<file path="config.mk">
export PLATFORM = sky130hd
export DESIGN_NAME = mask_run_extractor_top
export DESIGN_NICKNAME = d
export VERILOG_FILES = /design/src/rtl/core/mre_pkg.sv /design/src/rtl/core/mre_front.sv /design/src/rtl/core/mre_queue.sv /design/src/rtl/core/mre_back.sv /design/src/rtl/core/mask_run_extractor_top.sv
export SDC_FILE = /design/constraint.sdc
export NUM_CORES = 1
export LEC_CHECK = 0
export BUFFER_PORTS_ARGS = -buffer_cell sky130_fd_sc_hd__buf_4
export CORE_ASPECT_RATIO = 1.1
export CORE_MARGIN = 2
export CORE_UTILIZATION = 35
export DETAILED_ROUTE_END_ITERATION = 8
export GPL_TIMING_DRIVEN = 0
export PLACE_DENSITY_LB_ADDON = 0.1
export REMOVE_ABC_BUFFERS = 1
export SLEW_MARGIN = 0
export SYNTH_ARGS = -nofsm -noshare
export SYNTH_HDL_FRONTEND = slang
export SYNTH_SLANG_ARGS = --single-unit
</file>
<file path="constraint.sdc">
create_clock -name i_clk -period 5.19 [get_ports i_clk]
set_input_delay 1.038 -clock i_clk [delete_from_list [all_inputs] [get_ports i_clk]]
set_output_delay 1.038 -clock i_clk [all_outputs]
set_load 0.05 [all_outputs]
</file>
<file path="src/rtl/core/mre_pkg.sv">
// ============================================================================
// mre_pkg
// Shared types and constants of the mask run extractor.
// ============================================================================
package mre_pkg;

    localparam int unsigned ColW   = 12;
    localparam int unsigned DimW   = 13;
    localparam int unsigned CountW = 24;

    localparam logic [9:0]        WhiteSum = 10'd765;
    localparam logic [DimW-1:0]   BoxEmpty = 13'd5000;
    localparam logic [CountW-1:0] CountMax = 24'd8388608;
    localparam logic [DimW-1:0]   WidthRst  = 13'd640;
    localparam logic [DimW-1:0]   HeightRst = 13'd480;

    // Register index on the configuration port.
    localparam logic RegWidth  = 1'b0;
    localparam logic RegHeight = 1'b1;

    localparam int unsigned QueueDepth = 2;
    localparam int unsigned QueuePtrW  = 1;
    localparam int unsigned QueueCntW  = 2;

    typedef struct packed {
        logic [7:0] red;
        logic [7:0] green;
        logic [7:0] blue;
    } t_pixel;

    // Classified pixel, passed from the front part to the back part.
    typedef struct packed {
        logic            clear_pixel;
        logic            run_valid;
        logic [ColW-1:0] run_left;
        logic [DimW-1:0] run_right;
        logic [ColW-1:0] run_row;
        logic            frame_last;
    } t_cls;

    typedef struct packed {
        logic              clear_pixel;
        logic              run_valid;
        logic [ColW-1:0]   run_left;
        logic [DimW-1:0]   run_right;
        logic [ColW-1:0]   run_row;
        logic              frame_last;
        logic [CountW-1:0] run_total;
        logic [DimW-1:0]   box_left;
        logic [DimW-1:0]   box_top;
        logic [DimW-1:0]   box_right;
        logic [DimW-1:0]   box_bottom;
    } t_result;

endpackage

</file>
<file path="src/rtl/core/mre_front.sv">
// ============================================================================
// mre_front
// Accepts pixels, tracks position and the open run, and classifies each pixel.
// ============================================================================
module mre_front
    import mre_pkg::*;
(
    input  logic            i_clk,
    input  logic            i_rst_n,
    input  logic [DimW-1:0] i_width,
    input  logic [DimW-1:0] i_height,
    input  logic            i_valid,
    input  t_pixel          i_pixel,
    input  logic            i_full,
    output logic            o_push,
    output t_cls            o_item
);

    logic [ColW-1:0] r_column, n_column;
    logic [ColW-1:0] r_row, n_row;
    logic            r_in_run, n_in_run;
    logic [ColW-1:0] r_run_start, n_run_start;

    logic [9:0]      sum;
    logic            clear;
    logic            row_end;
    logic            frame_end;
    logic [DimW-1:0] col_ext;

    assign o_push  = i_valid && !i_full;
    assign sum     = {2'b00, i_pixel.red} + {2'b00, i_pixel.green} + {2'b00, i_pixel.blue};
    assign clear   = (sum == WhiteSum);
    assign col_ext = {1'b0, r_column};
    assign row_end = (col_ext >= (i_width - 13'd1));
    assign frame_end = row_end && ({1'b0, r_row} >= (i_height - 13'd1));

    always_comb begin
        o_item             = '0;
        o_item.clear_pixel = clear;
        o_item.frame_last  = frame_end;
        n_run_start        = r_run_start;
        n_in_run           = r_in_run;
        n_column           = r_column + 12'd1;
        n_row              = r_row;

        if (clear) begin
            if (r_in_run) begin
                o_item.run_valid = 1'b1;
                o_item.run_left  = r_run_start;
                o_item.run_right = col_ext;
            end
            n_in_run = 1'b0;
        end else begin
            if (!r_in_run) begin
                n_run_start = r_column;
            end
            n_in_run = 1'b1;
            if (row_end) begin
                o_item.run_valid = 1'b1;
                o_item.run_left  = r_in_run ? r_run_start : r_column;
                o_item.run_right = col_ext + 13'd1;
                n_in_run         = 1'b0;
            end
        end
        if (o_item.run_valid) begin
            o_item.run_row = r_row;
        end

        if (frame_end) begin
            n_column    = '0;
            n_row       = '0;
            n_in_run    = 1'b0;
            n_run_start = '0;
        end else if (row_end) begin
            n_column = '0;
            n_in_run = 1'b0;
            n_row    = r_row + 12'd1;
        end
    end

    always_ff @(posedge i_clk) begin
        if (!i_rst_n) begin
            r_column    <= '0;
            r_row       <= '0;
            r_in_run    <= 1'b0;
            r_run_start <= '0;
        end else if (o_push) begin
            r_column    <= n_column;
            r_row       <= n_row;
            r_in_run    <= n_in_run;
            r_run_start <= n_run_start;
        end
    end

`ifndef SYNTH
    a_run_start_behind: assert property (@(posedge i_clk) disable iff (!i_rst_n)
        r_in_run |-> (r_run_start <= r_column))
        else $error("open run starts past the current column");
    a_no_open_run_at_row_start: assert property (@(posedge i_clk) disable iff (!i_rst_n)
        (r_column == '0) |-> !r_in_run)
        else $error("run left open across a row boundary");
`endif

endmodule

</file>
<file path="src/rtl/core/mre_queue.sv">
// ============================================================================
// mre_queue
// Short queue that decouples the classifying front from the summary back.
// ============================================================================
module mre_queue
    import mre_pkg::*;
(
    input  logic i_clk,
    input  logic i_rst_n,
    input  logic i_push,
    input  t_cls i_data,
    input  logic i_pop,
    output t_cls o_data,
    output logic o_full,
    output logic o_empty
);

    t_cls                 r_mem [QueueDepth];
    logic [QueuePtrW-1:0] r_wr_ptr;
    logic [QueuePtrW-1:0] r_rd_ptr;
    logic [QueueCntW-1:0] r_count, n_count;

    assign o_full  = (r_count == QueueCntW'(QueueDepth));
    assign o_empty = (r_count == '0);
    assign o_data  = r_mem[r_rd_ptr];

    always_comb begin
        n_count = r_count;
        case ({i_push, i_pop})
            2'b10:   n_count = r_count + 2'd1;
            2'b01:   n_count = r_count - 2'd1;
            default: n_count = r_count;
        endcase
    end

    always_ff @(posedge i_clk) begin
        if (i_push) begin
            r_mem[r_wr_ptr] <= i_data;
        end
    end

    always_ff @(posedge i_clk) begin
        if (!i_rst_n) begin
            r_wr_ptr <= '0;
            r_rd_ptr <= '0;
            r_count  <= '0;
        end else begin
            if (i_push) begin
                r_wr_ptr <= r_wr_ptr + 1'b1;
            end
            if (i_pop) begin
                r_rd_ptr <= r_rd_ptr + 1'b1;
            end
            r_count <= n_count;
        end
    end

`ifndef SYNTH
    a_no_overflow: assert property (@(posedge i_clk) disable iff (!i_rst_n)
        !(i_push && o_full))
        else $error("push into a full queue");
    a_no_underflow: assert property (@(posedge i_clk) disable iff (!i_rst_n)
        !(i_pop && o_empty))
        else $error("pop from an empty queue");
`endif

endmodule

</file>
<file path="src/rtl/core/mre_back.sv">
// ============================================================================
// mre_back
// Keeps the per-frame run count and bounding box and holds the result register.
// ============================================================================
module mre_back
    import mre_pkg::*;
(
    input  logic    i_clk,
    input  logic    i_rst_n,
    input  logic    i_empty,
    input  t_cls    i_item,
    output logic    o_pop,
    output logic    o_valid,
    input  logic    i_stall,
    output t_result o_result
);

    logic [CountW-1:0] r_total, n_total;
    logic [DimW-1:0]   r_left, n_left;
    logic [DimW-1:0]   r_top, n_top;
    logic [DimW-1:0]   r_right, n_right;
    logic [DimW-1:0]   r_bottom, n_bottom;
    logic              r_out_valid;
    t_result           r_out, n_out;
    logic [DimW-1:0]   row_ext;

    assign o_pop    = !i_empty && (!r_out_valid || !i_stall);
    assign o_valid  = r_out_valid;
    assign o_result = r_out;
    assign row_ext  = {1'b0, i_item.run_row};

    always_comb begin
        n_total  = r_total;
        n_left   = r_left;
        n_top    = r_top;
        n_right  = r_right;
        n_bottom = r_bottom;
        if (i_item.run_valid) begin
            if (r_total < CountMax) begin
                n_total = r_total + 24'd1;
            end
            if ({1'b0, i_item.run_left} < r_left) begin
                n_left = {1'b0, i_item.run_left};
            end
            if (i_item.run_right > r_right) begin
                n_right = i_item.run_right;
            end
            if (row_ext < r_top) begin
                n_top = row_ext;
            end
            if ((row_ext + 13'd1) > r_bottom) begin
                n_bottom = row_ext + 13'd1;
            end
        end

        n_out.clear_pixel = i_item.clear_pixel;
        n_out.run_valid   = i_item.run_valid;
        n_out.run_left    = i_item.run_left;
        n_out.run_right   = i_item.run_right;
        n_out.run_row     = i_item.run_row;
        n_out.frame_last  = i_item.frame_last;
        n_out.run_total   = n_total;
        n_out.box_left    = n_left;
        n_out.box_top     = n_top;
        n_out.box_right   = n_right;
        n_out.box_bottom  = n_bottom;
    end

    always_ff @(posedge i_clk) begin
        if (o_pop) begin
            r_out <= n_out;
        end
    end

    always_ff @(posedge i_clk) begin
        if (!i_rst_n) begin
            r_out_valid <= 1'b0;
            r_total     <= '0;
            r_left      <= BoxEmpty;
            r_top       <= BoxEmpty;
            r_right     <= '0;
            r_bottom    <= '0;
        end else begin
            if (o_pop) begin
                r_out_valid <= 1'b1;
            end else if (!i_stall) begin
                r_out_valid <= 1'b0;
            end
            if (o_pop) begin
                // The summary starts over once the frame's last pixel is out.
                if (i_item.frame_last) begin
                    r_total  <= '0;
                    r_left   <= BoxEmpty;
                    r_top    <= BoxEmpty;
                    r_right  <= '0;
                    r_bottom <= '0;
                end else begin
                    r_total  <= n_total;
                    r_left   <= n_left;
                    r_top    <= n_top;
                    r_right  <= n_right;
                    r_bottom <= n_bottom;
                end
            end
        end
    end

`ifndef SYNTH
    a_count_saturates: assert property (@(posedge i_clk) disable iff (!i_rst_n)
        r_total <= CountMax)
        else $error("run count beyond its saturation value");
    a_box_tracks_count: assert property (@(posedge i_clk) disable iff (!i_rst_n)
        (r_total == '0) == (r_bottom == '0))
        else $error("bounding box disagrees with the run count");
`endif

endmodule

</file>
<file path="src/rtl/core/mask_run_extractor_top.sv">
// ============================================================================
// mask_run_extractor_top
// White-keyed opaque run extraction over a raster RGB pixel stream.
// ============================================================================
// Pixels enter in raster order on the input channel (i_in_valid, o_in_stall,
// i_in_data); a transfer happens when valid is high and stall is low. Each
// pixel gives exactly one result on the output channel (o_out_valid,
// i_out_stall, o_out_data) with the transparency flag, the opaque run that
// closes on it, if any, and the frame's running run count and bounding box.
// The front classifies a pixel in the cycle it is taken and writes it into a
// two-entry queue; the back pops it, updates the summary and loads the result
// register. One pixel per cycle is sustained while the receiver does not
// stall, limited by the single summary update per cycle in the back. When the
// receiver stalls, the result register holds and the queue absorbs up to two
// more pixels before o_in_stall rises. Reset clears position, run state,
// summary and queue, and loads the width and height registers with 640 and
// 480. The summary is final on the result flagged frame_last and starts over
// with the next pixel. Width and height are written over APB at byte addresses
// 0 and 4; the user must do so only while idle, as the block does not check.
// ============================================================================
module mask_run_extractor_top
    import mre_pkg::*;
#(
    parameter int MAX_DIMENSION = 4096
) (
    input  logic        i_clk,
    input  logic        i_rst_n,
    input  logic        psel,
    input  logic        penable,
    input  logic        pwrite,
    input  logic [2:0]  paddr,
    input  logic [31:0] pwdata,
    output logic [31:0] prdata,
    output logic        pready,
    input  logic        i_in_valid,
    output logic        o_in_stall,
    input  t_pixel      i_in_data,
    output logic        o_out_valid,
    input  logic        i_out_stall,
    output t_result     o_out_data
);

    localparam logic [DimW-1:0] MaxDim = DimW'(MAX_DIMENSION);

    logic [DimW-1:0] r_width;
    logic [DimW-1:0] r_height;
    logic [DimW-1:0] width_eff;
    logic [DimW-1:0] height_eff;
    logic            cfg_write;
    logic            push;
    logic            pop;
    logic            full;
    logic            empty;
    t_cls            push_item;
    t_cls            pop_item;

    assign pready    = 1'b1;
    assign cfg_write = psel && penable && pwrite && pready;
    assign prdata    = (paddr[2] == RegHeight) ? {19'd0, r_height} : {19'd0, r_width};

    always_ff @(posedge i_clk) begin
        if (!i_rst_n) begin
            r_width  <= WidthRst;
            r_height <= HeightRst;
        end else if (cfg_write) begin
            if (paddr[2] == RegWidth) begin
                r_width <= pwdata[DimW-1:0];
            end else begin
                r_height <= pwdata[DimW-1:0];
            end
        end
    end

    // Zero acts as one, and anything above the maximum acts as the maximum.
    always_comb begin
        width_eff = r_width;
        if (r_width == '0) begin
            width_eff = 13'd1;
        end else if (r_width > MaxDim) begin
            width_eff = MaxDim;
        end
        height_eff = r_height;
        if (r_height == '0) begin
            height_eff = 13'd1;
        end else if (r_height > MaxDim) begin
            height_eff = MaxDim;
        end
    end

    assign o_in_stall = full;

    mre_front u_front (
        .i_clk    (i_clk),
        .i_rst_n  (i_rst_n),
        .i_width  (width_eff),
        .i_height (height_eff),
        .i_valid  (i_in_valid),
        .i_pixel  (i_in_data),
        .i_full   (full),
        .o_push   (push),
        .o_item   (push_item)
    );

    mre_queue u_queue (
        .i_clk   (i_clk),
        .i_rst_n (i_rst_n),
        .i_push  (push),
        .i_data  (push_item),
        .i_pop   (pop),
        .o_data  (pop_item),
        .o_full  (full),
        .o_empty (empty)
    );

    mre_back u_back (
        .i_clk    (i_clk),
        .i_rst_n  (i_rst_n),
        .i_empty  (empty),
        .i_item   (pop_item),
        .o_pop    (pop),
        .o_valid  (o_out_valid),
        .i_stall  (i_out_stall),
        .o_result (o_out_data)
    );

endmodule
</file>
==> results summary <==
In this run, synthesis produced a sequential element count of 341. The number of antenna violations at the first check in global routing came out at 1. The post-place setup slack is -0.262 ns. The startpoint identified for the worst hold timing path is u_back.r_top[10]. The boundary pin count came out at 217. The wire length of the first global-routing pass is 65700 um. For this block, the via count after detailed routing is 12300. The worst register-to-register path has a depth of 16. The number of flops mapped to enable cells by yosys is 196. The count of buffers added on input and output ports is 175. By area, the combinational part of the netlist is dominated by compound AO/OA/AOI/OAI gates. The post-layout worst setup margin is 0.444 ns. The cell leakage power is 7.75 nW.

In the final layout, flip-flops and latches occupy 0.00879 mm^2. The half-perimeter wire length after placement is 29800 um. The adder and majority cell fraction of the synthesized area is 7.15%. Sorting the synthesized cells by area gives the leading types as edfxtp_1 34%, dfxtp_1 17%, ha_1 6.9%.

The count of nets left with antenna violations after detail routing came out at 0. The most numerous cell on the critical path is ha_1. The class of the most critical setup path is reg -> reg. The wire length per cell after detailed routing is 17.0 um. The clock-pin slew on the worst setup and hold paths is 0.06 ns.

The critical path goes through nor3_1 -> nand3_1 -> nor2_1 -> o21bai_1 -> ha_1 -> inv_1 -> nand2_1 -> o311ai_0 -> ha_1 -> and4_1 -> a2111o_1 -> a211oi_4 -> nor2_4 -> a21boi_4 -> nand2b_1 -> and2_1. The standard cell with the maximum stage delay on the critical path is a2111o_1. The most critical setup path has its endpoint at u_queue.r_mem[1][3]. The total stage count of the critical path came out at 16.

The initial utilization of the core area, before any placement, comes to 35.3%. For this run, the slowest stage of the critical path takes 0.45 ns. Summed over all layers, the global routing overflow is 0. The fill cell instance count of the final layout is 4786. The tree is rooted in a clkbuf_16. In this run the core area contains 85 standard-cell rows. The cell family contributing the most delay on the critical path is simple AND/OR/NAND/NOR gates.

The y dimension of the die came out at 236 um. After detailed placement, the design holds a cell count of 2384. Setup repair after global routing left no endpoint under its margin. The sequential area share after synthesis came out at 51.1%. At the later pin of the worst-skew pair, clock insertion delay measures 0.55 ns.

The clock passes through at most 3 buffers. The final RePlAce weighted congestion came out at 0.813. The largest total area in the synthesized netlist belongs to edfxtp_1.

The distinct cell type count of the synthesized netlist is 87. The startpoint identified for the worst register-to-register timing path is r_width[4]. The max capacitance violation total came out at 0. In the synthesized netlist, mux cells make up 3.79% of the area. The peak ir drop on the vdd network came out at 296 uV. The count of pins over their slew limit is 0. The post-synthesis share of cell area spent on xor and xnor gates came out at 2.59%.

The worst relative slew slack came out at 15.5%. The share of synthesized area in the top cell type comes to 34.2%. The flow ran to the end, and the final reports show no timing, DRC or antenna violations. The largest driver fanout on the critical path is 22. The cell count after synthesis came out at 1638. The floorplan step defined a core boundary enclosing 0.0487 mm^2. Counting flops with an async set or reset pin after synthesis yields a share of 0%.

The H-tree level count is 2. The power per cell area is 550 mW/mm^2. The post-synthesis average cell area came out at 10.5 um^2. The total of hold buffers inserted after clock tree synthesis came out at 0.

The number of antenna diodes in the final layout is 0. Compared with the post-synthesis result, the final layout area differs by 17.9%. For this design, the sink count on the clock tree is 341. The worst setup path is launched from a register. TritonCTS created 39 clock buffers. The via-per-instance ratio came out at 5.00.

The TritonCTS clock tree is built. In this run the worst setup path begins at r_width[4]. The maximum operating frequency came out at 211 MHz. The most common cell in the synthesized netlist is edfxtp_1. The portion of the clock cycle consumed by the worst path in the final layout is 91.5%. The final cell utilization of the core is 41.6%. The number of global-route vias before repair is 11800. In this run the worst hold path is classified as reg -> reg. The warning count from the yosys run came out at 0. The setup slack of the most critical reg-to-reg path is 0.44 ns. The final-layout worst hold slack came out at 0.462 ns. The capturing point of the worst reg2reg path is u_queue.r_mem[1][3]. The number of hold violations in the final report came out at 0. By count the netlist is led by 196 x edfxtp_1, 189 x nand2_1, 145 x dfxtp_1. Before antenna repair, the detailed router went through 7 iterations. Entering global routing, the biggest net connects 109 pins. The final wirelength came out at 41700 um. The width of the chip is 215 um. The total die area came out at 0.0509 mm^2. The number of design-rule violations left by the first detailed-router iteration is 619. The data arrival time at the worst-slack endpoint came out at 5.03 ns. The DRC violation count after routing is 0. At the worst endpoint, the required time is 5.47 ns. The total standard cell area after synthesis came out at 0.0172 mm^2. The multi-input combinational cells in the finished layout cover a total of 0.00767 mm^2. The count of nets after finishing came out at 1936.

Setup violations remaining at the end of the flow were counted as 0. The final critical-path required period is 4.75 ns. The kind of end point of the critical path is a register. The most used flip-flop cell after synthesis is edfxtp_1. The fraction of the mapped netlist area in simple logic gates came out at 14.7%. Together, buffers and inverters on the worst path number 1. The clock arrives with 0.0132 ns of skew. The area fraction in compound gates after synthesis came out at 15.6%.

Global routing used 16.1% of the available tracks across all layers. The transition time at the pin with the least slew margin is 1.23 ns. The non-filler instance count after layout came out at 2454.

Of the cells placed in the final design, the portion with a size suffix greater than 1 is 17.5%.
[flip-flops by register name, indices dropped and copies added, names as in the netlist, 12 cells and up, named ones only]
name and flops:
u_back.r_top 13, r_height 13, u_back.r_total 24, u_back.r_right 13, u_front.r_row 12, r_width 13, u_front.r_run_start 12, u_front.r_column 12
u_back.r_left 13, u_back.o_result 116, u_queue.r_mem 80, u_back.r_bottom 13
[worst register-to-register path, stage by stage (launching register included)]
cell	delay [ns]
dfxtp_1	0.40
nor3_1	0.32
nand3_1	0.26
nor2_1	0.15
o21bai_1	0.10
ha_1	0.28
inv_1	0.17
nand2_1	0.13
o311ai_0	0.19
ha_1	0.34
and4_1	0.18
a2111o_1	0.45
a211oi_4	0.36
nor2_4	0.17
a21boi_4	0.26
nand2b_1	0.40
and2_1	0.32
[logic make-up (layout without fill, tap and decap cells)]
logic type / count (synthesis) / in the layout
buf+inv: 196 / 342
xor+xnor: 50 / 50
fa+ha+maj: 97 / 97
flops: 341 / 341
simple gates: 501 / 501
compound gates: 393 / 393
other cells: 2 / 20
mux: 58 / 58
[stage by stage]
| stage | total power, W | area [um^2] | TNS (ns) |
|---|---|---|---|
| 2_1_floorplan | 0.00714 | 16700 | -1.40 |
| 5_1_grt | 0.0118 | 20300 | 0 |
| 3_3_place_gp | 0.00858 | 18900 | -341.66 |
| 4_1_cts | 0.0113 | 20200 | 0 |
| 6_report | 0.0111 | 20300 | 0 |
| 3_5_place_dp | 0.00861 | 19000 | -5.14 |
[report_power, final]
group	leakage (nW)	switching, W	internal [W]
combinational	4.09	0.00321	0.00131
clock	0.591	0.00109	0.00156
sequential	3.07	0.000295	0.00369
[area by class of cell]
class	count	share of cell area [%]
Clock inverter	17	0.852
Inverter	91	1.71
Tap cell	652	4.03
Timing Repair Buffer	181	7.06
Sequential cell	341	43.4
Multi-Input combinational cell	1119	37.8
Clock buffer	53	5.13
[worst min path at each step]
stage / to / slack [ns] / cells past startpoint
after floorplan: u_back.r_top[10] / 0.43 / 1
after global placement: u_back.r_top[6] / 0.45 / 1
after detailed placement: u_back.r_top[6] / 0.45 / 1
after CTS: u_back.r_top[6] / 0.47 / 1
after global routing: u_back.r_top[6] / 0.48 / 1
final: u_back.r_top[10] / 0.46 / 1
[cell usage in the layout (no fill, tap or decap), types with 57 or more instances in the layout]
cell type,n
a21oi_1,95
nor2_1,68
edfxtp_1,196
dfxtp_1,144
nand3_1,57
o21ai_0,74
buf_4,175
ha_1,95
inv_1,87
nand2_1,189
[timing repair]
item / CTS / global route
setup endpoints to repair: 48 / 66
gates resized for setup: 2 / 5
setup buffers: 0 / 0
cloned: 0 / 0
[metal layers]
| metal | vias to the layer above | track usage (%) | share of wire (%) |
|---|---|---|---|
| met1 | 5770 | 22.2 | 47 |
| met3 | 55 | 3.04 | 4.5 |
| met5 | - | 0 | 0.024 |
| met4 | 2 | 4.14 | 1.9 |
| met2 | 240 | 26.1 | 47 |
| li1 | 6206 | - | - |
(Power assumes the default switching activity.)
